**config.mk**
```make
export PLATFORM = sky130hd
export DESIGN_NAME = sktl_ctrl
export DESIGN_NICKNAME = d
export VERILOG_FILES = /design/src/hdl/sktl_pkg.sv /design/src/hdl/sktl_ctrl.sv
export SDC_FILE = /design/constraint.sdc
export NUM_CORES = 1
export LEC_CHECK = 0
export BUFFER_PORTS_ARGS = -buffer_cell sky130_fd_sc_hd__buf_2
export CAP_MARGIN = 10
export CORE_AREA = 2 2 39 41
export CTS_BUF_LIST = sky130_fd_sc_hd__clkbuf_8 sky130_fd_sc_hd__clkbuf_16
export DETAILED_ROUTE_END_ITERATION = 8
export DIE_AREA = 0 0 41 43
export GPL_TIMING_DRIVEN = 0
export PLACE_DENSITY = 0.66
export SLEW_MARGIN = 20
export SYNTH_ARGS = -nofsm -noshare
export SYNTH_HDL_FRONTEND = slang
export SYNTH_SLANG_ARGS = --single-unit
export TNS_END_PERCENT = 30
```
**constraint.sdc**
```tcl
create_clock -name clk -period 2.85 [get_ports clk]
set_clock_uncertainty 0.1 [all_clocks]
set_input_delay 0.285 -clock clk [delete_from_list [all_inputs] [get_ports clk]]
set_output_delay 0.285 -clock clk [all_outputs]
set_load 0.01 [all_outputs]
```
**src/hdl/sktl_pkg.sv**
```systemverilog
// shared types and constants for the sorted key table lookup and insert block
package sktl_pkg;

  localparam int FONT_SLOTS_DEF  = 8;
  localparam int TABLE_DEPTH_DEF = 256;

  localparam int KEY_W  = 32;
  localparam int FONT_W = 3;
  localparam int FCNT_W = 4;
  localparam int POS_W  = 8;
  localparam int FLAG_W = 3;

  // result kinds, chosen by the controller and turned into flags by the datapath
  localparam logic [1:0] RES_HIT  = 2'd0;
  localparam logic [1:0] RES_MISS = 2'd1;
  localparam logic [1:0] RES_BAD  = 2'd2;
  localparam logic [1:0] RES_FULL = 2'd3;

  typedef struct packed {
    logic       load_req;
    logic       init_search;
    logic       probe;
    logic       narrow;
    logic       read_pos;
    logic       start_shift;
    logic       shift_step;
    logic       write_key;
    logic       res_load;
    logic [1:0] res_kind;
  } dp_cmd_t;

  typedef struct packed {
    logic bad;
    logic lo_lt_hi;
    logic pos_lt_count;
    logic key_eq;
    logic full;
    logic shift_done;
    logic out_free;
  } dp_stat_t;

endpackage

```
**src/hdl/sktl_ctrl.sv**
```systemverilog
// controller: sequences count fetch, binary search, hit check, shift and insert, result hand-off
module sktl_ctrl (
  input  logic               clk,
  input  logic               rst,
  input  logic               s_tvalid,
  output logic               s_tready,
  input  sktl_pkg::dp_stat_t stat,
  output sktl_pkg::dp_cmd_t  cmd
);

  localparam logic [2:0] ST_IDLE  = 3'd0;
  localparam logic [2:0] ST_CNT   = 3'd1;
  localparam logic [2:0] ST_SRCH  = 3'd2;
  localparam logic [2:0] ST_PRB   = 3'd3;
  localparam logic [2:0] ST_CHK   = 3'd4;
  localparam logic [2:0] ST_MISS  = 3'd5;
  localparam logic [2:0] ST_SHIFT = 3'd6;
  localparam logic [2:0] ST_FIN   = 3'd7;

  logic [2:0] state;
  logic [2:0] state_next;
  logic [1:0] res_kind;
  logic [1:0] res_kind_next;

  assign s_tready = state == ST_IDLE;

  always_ff @(posedge clk) begin
    if (rst) begin
      state    <= ST_IDLE;
      res_kind <= sktl_pkg::RES_HIT;
    end else begin
      state    <= state_next;
      res_kind <= res_kind_next;
    end
  end

  always_comb begin
    state_next    = state;
    res_kind_next = res_kind;
    cmd           = '0;
    cmd.res_kind  = res_kind;
    unique case (state)
      ST_IDLE: begin
        if (s_tvalid) begin
          cmd.load_req = 1'b1;
          state_next   = ST_CNT;
        end
      end
      ST_CNT: begin
        if (stat.bad) begin
          res_kind_next = sktl_pkg::RES_BAD;
          state_next    = ST_FIN;
        end else begin
          cmd.init_search = 1'b1;
          state_next      = ST_SRCH;
        end
      end
      ST_SRCH: begin
        if (stat.lo_lt_hi) begin
          cmd.probe  = 1'b1;
          state_next = ST_PRB;
        end else if (stat.pos_lt_count) begin
          cmd.read_pos = 1'b1;
          state_next   = ST_CHK;
        end else begin
          state_next = ST_MISS;
        end
      end
      ST_PRB: begin
        cmd.narrow = 1'b1;
        state_next = ST_SRCH;
      end
      ST_CHK: begin
        if (stat.key_eq) begin
          res_kind_next = sktl_pkg::RES_HIT;
          state_next    = ST_FIN;
        end else begin
          state_next = ST_MISS;
        end
      end
      ST_MISS: begin
        if (stat.full) begin
          res_kind_next = sktl_pkg::RES_FULL;
          state_next    = ST_FIN;
        end else begin
          cmd.start_shift = 1'b1;
          state_next      = ST_SHIFT;
        end
      end
      ST_SHIFT: begin
        if (stat.shift_done) begin
          cmd.write_key = 1'b1;
          res_kind_next = sktl_pkg::RES_MISS;
          state_next    = ST_FIN;
        end else begin
          cmd.shift_step = 1'b1;
        end
      end
      ST_FIN: begin
        if (stat.out_free) begin
          cmd.res_load = 1'b1;
          state_next   = ST_IDLE;
        end
      end
      default: begin
        state_next = ST_IDLE;
      end
    endcase
  end

endmodule

```
=== Word-level counts from Yosys, hierarchy flattened ===
Index checks and enable logic that the tools add are counted.

* Flip-flop bits (word level): 5
* Input port bits: 10
* Logic and storage cells: 50

* Eq/ne operators: 13
* Muxes and demuxes: 31
* Reduce and logical (&&, ||, !) cells: 4

{| class="wikitable"
|+ Operators with widths
! cell !! number
|-
| $pmux W3 S8 || 1
|-
| $mux W1 || 18
|-
| $mux W3 || 5
|-
| $eq A3 B3 Y1 const B || 4
|-
| $mux W2 || 6
|-
| $ne A2 B2 Y1 const B || 6
|-
| $pmux W2 S4 || 1
|-
| $eq A3 B2 Y1 const B || 2
|-
| $reduce_and A5 Y1 || 1
|-
| $reduce_bool A4 Y1 || 1
|-
| $eq A3 B1 Y1 const B || 1
|-
| $logic_not A3 Y1 || 1
|-
| $reduce_and A3 Y1 || 1
|}

=== Logic depth before layout (Yosys ltp) ===
Gate-level depths: netlist of the first run.

* Word-level depth: 3
* Mapped depth: 5
* Mapped depth without buffers: 4

=== Worst setup path after synthesis of the first run ===
No wires, ideal clock.

* Path kind: reg-to-output
* Start: register state[1]
* End: output cmd[5] in the netlist's numbering
* Arrival: 0.963 ns
* Required time: 2.465 ns
* Slack: 1.502 ns
* Cell stages (with the launch flop): 3
* Path buffers: 1
* Cells stage by stage: dfxtp_1 -> buf_4 -> nor4b_1

{| class="wikitable"
|+ RTL lines
! what !! line !! RTL
|-
| start, declared || sktl_ctrl.sv:20 || <nowiki>logic [2:0] state;</nowiki>
|-
| start signal, assigned || sktl_ctrl.sv:32 || <nowiki>state <= state_next;</nowiki>
|-
| end, declared || sktl_ctrl.sv:8 || <nowiki>output sktl_pkg::dp_cmd_t cmd</nowiki>
|}

==> results of run 1 <==
==> metal layers <==
layer | global-route usage [%] | wire (µm)
met3 | 1.57 | 48
met5 | 0 | 0
met1 | 14.5 | 437
met4 | 8.00 | 0
met2 | 19.7 | 516
==> sequential cells by signal, indices dropped and copies added, names as in the netlist <==
| signal | cells |
|---|---|
| state | 3 |
| res_kind | 2 |
==> cell families after synthesis <==
| logic type | Yosys count | share of synthesized area [%] |
|---|---|---|
| and+or+nand+nor | 25 | 37.1 |
| xor gates and xnor gates | 1 | 2.24 |
| muxes | 2 | 5.11 |
| AOI/OAI and AO/OA | 11 | 18.9 |
| buffers and inverters | 6 | 11.2 |
| DFF | 5 | 25.6 |
==> worst paths after layout <==
| kind | from | endpoint | slack, ns | depth (start not counted) |
|---|---|---|---|---|
| min reg2reg | res_kind[1] | res_kind[1] | 0.36 | 2 |
| max | state[2] | cmd[4] | 1.19 | 4 |
| min | rst | state[1] | 0.19 | 2 |
| max reg2reg | state[0] | res_kind[0] | 1.38 | 4 |
==> area by class of cell <==
type | count | area share [%]
well taps | 16 | 3.56
clock buffers | 3 | 7.35
inverters | 3 | 2.00
clock inverters | 1 | 0.668
repair buffers | 21 | 18.7
flip-flops and latches | 5 | 17.8
plain buffers | 3 | 5.79
multi-input cells | 39 | 44.1
==> worst max-delay path: stages, from the launching register on <==
cell      delay (ns)
dfxtp_1         0.41
clkbuf_8        0.20
nand2_1         0.11
nor3_2          0.17
buf_2           0.17
==> stage by stage <==
step	power, W	hold WS, ns	setup WS [ns]
5_1_grt	0.000440	0.202	1.14
4_1_cts	0.000418	0.189	1.19
3_3_place_gp	0.000289	0.348	1.44
6_report	0.000415	0.193	1.19
3_5_place_dp	0.000290	0.353	1.40
2_1_floorplan	0.000239	0.254	1.50
==> Yosys cell counts, types with 2 or more instances <==
cell type  number  area (µm²)
inv_1           2        7.51
nor3_1          3        15.0
a21oi_1         4        20.0
mux2i_1         2        20.0
nor4b_1         2        17.5
dfxtp_1         5         100
a31oi_1         2        12.5
nor2_1          4        15.0
nand2b_1        3        18.8
nand2_1         5        18.8
==> power by group through the flow <==
stage / Clock [W] / Sequential [W] / Combinational [W]
2_1_floorplan: 0 / 0.000101 / 0.000137
3_3_place_gp: 0 / 0.000103 / 0.000186
3_5_place_dp: 0 / 0.000104 / 0.000186
4_1_cts: 0.000128 / 0.000103 / 0.000187
5_1_grt: 0.000130 / 0.000105 / 0.000206
6_report: 0.000123 / 0.000104 / 0.000187
==> results.tsv, run 1 <==
metric	value	unit
power density over the cells	739	mW/mm²
DIE AREA	0.00176	mm²
setup TNS	0	ns
postcts setup bufs	0	
Slew @ Worst Pin	0.325	ns
Top FF cell, synth	dfxtp_1	
post-CTS resize count	0	
Skew-Pair Late Insertion Delay	0.22	ns
placed cell count	87	
setup violators final	0	
Worst Setup Path Type	reg2out	
Root Buffer	clkbuf_8	
CP arrival	1.28	ns
Layout Cells excl Fill	91	
most frequent cells in the layout	buf_2, nand2_1, dfxtp_1	
IO Count	22	
vias per inst	4.87	
post-synthesis async set-or-reset flop share	0	%
Critical Path RT	2.47	ns
Die W	41	µm
Syn. warnings	0	
DRT Wirelength	1000	µm
HPWL after DPL	774	µm
gr ovfl total	0	
Internal	0.000267	W
register share of total power	25.1	%
max_cap viols	0	
Final #Nets	86	
sequential element share of the synthesized area	25.6	%
final instance area	562	µm²
Synth Instances	50	
Avg Cell Area, Syn	7.83	µm²
layout cells sized above 1	41.3	%
cts hold-fix bufs	0	
global-route wire length before repair	1520	µm
Rel. slew slack	78.2	%
clock period minus worst slack	1.66	ns
CP Capture Type	primary output	
worst min path class	in2reg	
std cell rows	14	
routed len/inst	11.0	µm
total CTS buffers	3	
Register Area	100	µm²
Multi-input gate area	248	µm²
Final Max Slew Viols	0	
post-route ant nets	0	
synthesis-to-finish area growth	43.5	%
I/O Buffers	21	
number of distinct library cells after synthesis	28	
GRT Resource Usage Total	12.4	%
Static Leakage	0.276	nW
Comb pwr share	45.1	%
Starting Density	28.3	%
GPL Wtd Cong	0.762	
CTS tree	done	
drt pass-1 iters	4	
RSZ-0062 raised after global routing	no	
Residual DRC	0	
status	finished clean	
H-tree depth	1	
post-synthesis instance area	392	µm²
VDD IR max	0.313	mV
Core Util, Final	40.6	%
initial antenna violation count	0	
vias in the first global route	399	
n_diodes	0	
commonest non-fill, non-tap cell in the layout	buf_2	
placed inst area	517	µm²
Final period util	58.3	%
maximum clock frequency	602	MHz
core area	0.00138	mm²
critical path peak fanout	10	
switching power	0.000149	W
Final Hold Vio Count	0	
Die H	43	µm
clock transition at the registers of the reported paths	0.03	ns
DR iter-0 viols	11	
CTS Buffer Depth	2	
number of synthesized flops with an enable pin	0	
switching part of the total	35.8	%
Setup crit start kind	register	
Syn Nets	60	
vias	443	
largest net degree at the start of global routing	11	
Yosys reg bits	5	
Clock power frac	29.7	%
# fillers	146	
CTS Sinks	5	
(Power assumes the default switching activity.)
==> inputs of run 2 (changes only) <==
Settings changed: PLACE_DENSITY 0.66 to 0.68.
Clock period 2.85 ns to 1.3 ns, I/O delays scaled along.
==> run 2 against run 1 <==
Effect of this change: the run now ends with negative setup slack left; register-to-register slack lost 1.4 ns; wire length grew 13%; combinational power grew to 3.2 times the previous value; hold slack lost 0.16 ns; die area is the same; critical endpoint is now res_kind[0].
==> results.tsv, run 2 (synthesized netlist as in run 1, its figures left out) <==
metric	value	unit
switching power	0.000404	W
Starting Density	28.3	%
I/O Buffers	21	
vias	490	
Die W	41	µm
Worst Path Buf+Inv	0	
HP Start	rst	
most frequent CP cell	mux2i_1	
R2R cell count	4	
HPWL after DPL	726	µm
Critical Path RT	1.34	ns
r2r startpoint	state[2]	
slowest stage delay, CP	0.36	ns
worst min path class	in2reg	
Register Area	111	µm²
Final #Nets	94	
Final Max Slew Viols	0	
Slew @ Worst Pin	0.284	ns
CTS Sinks	5	
hold_ws	0.0338	ns
Internal	0.000719	W
Layout Cells excl Fill	99	
worst setup margin	-0.0635	ns
largest net degree at the start of global routing	9	
Comb pwr share	53.5	%
worst hold stages	2	
clock transition at the registers of the reported paths	0.03	ns
post-route ant nets	0	
core area	0.00138	mm²
cell depth of the worst setup path	4	
Residual DRC	0	
power density over the cells	1560	mW/mm²
CTS Buffer Depth	2	
most frequent cells in the layout	buf_2, buf_4, nand2_1, a21oi_1	
RSZ-0062 raised after global routing	yes	
Multi-input gate area	323	µm²
Die H	43	µm
CP arrival	1.41	ns
critical path peak fanout	4	
status	finished, violations left	
Root Buffer	clkbuf_8	
DR iter-0 viols	8	
maximum clock frequency	733	MHz
setup TNS	-0.193	ns
cts hold-fix bufs	0	
failing checks	negative setup slack	
Clock power frac	24.1	%
Top Registers	state x3, res_kind x2	
std cell rows	14	
vias in the first global route	417	
max_cap viols	0	
global-route wire length before repair	1650	µm
Static Leakage	0.349	nW
routed len/inst	11.4	µm
H-tree depth	1	
switching part of the total	36.0	%
CTS tree	done	
Worst Hold Path EP	state[2]	
Worst Setup Path Type	reg2reg	
Rel. slew slack	81.0	%
commonest non-fill, non-tap cell in the layout	buf_2	
drt pass-1 iters	4	
placed cell count	87	
number of flip-flops under the largest register name	3	
IO Count	22	
synthesis-to-finish area growth	84.0	%
# fillers	150	
CP Capture Type	register	
Final period util	105	%
DIE AREA	0.00176	mm²
GPL Wtd Cong	0.745	
setup violators final	7	
cell family with most CP delay	flip-flops	
register share of total power	22.4	%
reg2reg end	res_kind[0]	
R2R Setup Slk	-0.06	ns
total CTS buffers	3	
CP Cell Sequence	mux2i_1 -> or3_4 -> a21oi_4 -> mux2i_1	
clock period minus worst slack	1.36	ns
Final Hold Vio Count	0	
Core Util, Final	52.1	%
GRT Resource Usage Total	13.5	%
Skew-Pair Late Insertion Delay	0.22	ns
DRT Wirelength	1130	µm
Setup crit start kind	register	
layout cells sized above 1	60.2	%
n_diodes	0	
initial antenna violation count	0	
register with the most flip-flops	state	
Worst path slowest cell	dfxtp_4	
VDD IR max	0.734	mV
gr ovfl total	0	
vias per inst	4.95	
## run 2: cell count changes in the layout (fill, tap and decap cells not counted), sizes merged
cell,delta
clkbuf,-1
buf,+9
## run 2: worst reg2reg max path, stage by stage, from the launching register on
cell	delay, ns
dfxtp_4	0.36
mux2i_1	0.14
or3_4	0.36
a21oi_4	0.14
mux2i_1	0.20
## run 2: through the flow
| step | power (W) | instance area, µm² | setup slack (ns) |
|---|---|---|---|
| 2_1_floorplan | 0.000525 | 393 | 0.0195 |
| 3_3_place_gp | 0.000635 | 518 | -0.0752 |
| 3_5_place_dp | 0.000635 | 518 | -0.0838 |
| 4_1_cts | 0.00107 | 683 | -0.0623 |
| 5_1_grt | 0.00120 | 721 | -0.125 |
| 6_report | 0.00112 | 721 | -0.0635 |
## run 2: layer usage
metal  global-route usage, %  wire, µm
met5                       0         0
met4                    8.00         0
met3                    1.57        42
met2                    20.6       566
met1                    17.1       523
## run 2: layout make-up
type / instances / area share, %
multi-input combinational: 39 / 44.8
timing repair buffer: 29 / 23.4
inverter: 3 / 1.56
clock buffer: 3 / 5.73
buffer: 3 / 5.73
clock inverter: 1 / 0.521
tap: 16 / 2.78
sequential: 5 / 15.5
## run 2: worst max path at each step
stage | from | endpoint | slack, ns
floorplan | state[2] | res_kind[0] | 0.02
global placement | state[2] | res_kind[0] | -0.08
detailed placement | state[2] | res_kind[0] | -0.08
CTS | state[2] | res_kind[0] | -0.06
global route | state[2] | res_kind[0] | -0.12
finish | state[2] | res_kind[0] | -0.06
## run 2: power by group through the flow
stage	clock network (W)	registers [W]	logic, W
after floorplan	0	0.000224	0.000301
after global placement	0	0.000227	0.000408
after detailed placement	0	0.000227	0.000407
after CTS	0.000281	0.000244	0.000546
after global routing	0.000286	0.000258	0.000653
final	0.000270	0.000252	0.000601
## run 2: timing repair
| item | in CTS | in global routing |
|---|---|---|
| setup endpoints to repair | 11 | 11 |
| buffers inserted | 8 | 0 |
| pin swaps | 7 | 4 |
| gates cloned | 0 | 0 |
| gates resized for setup | 14 | 8 |
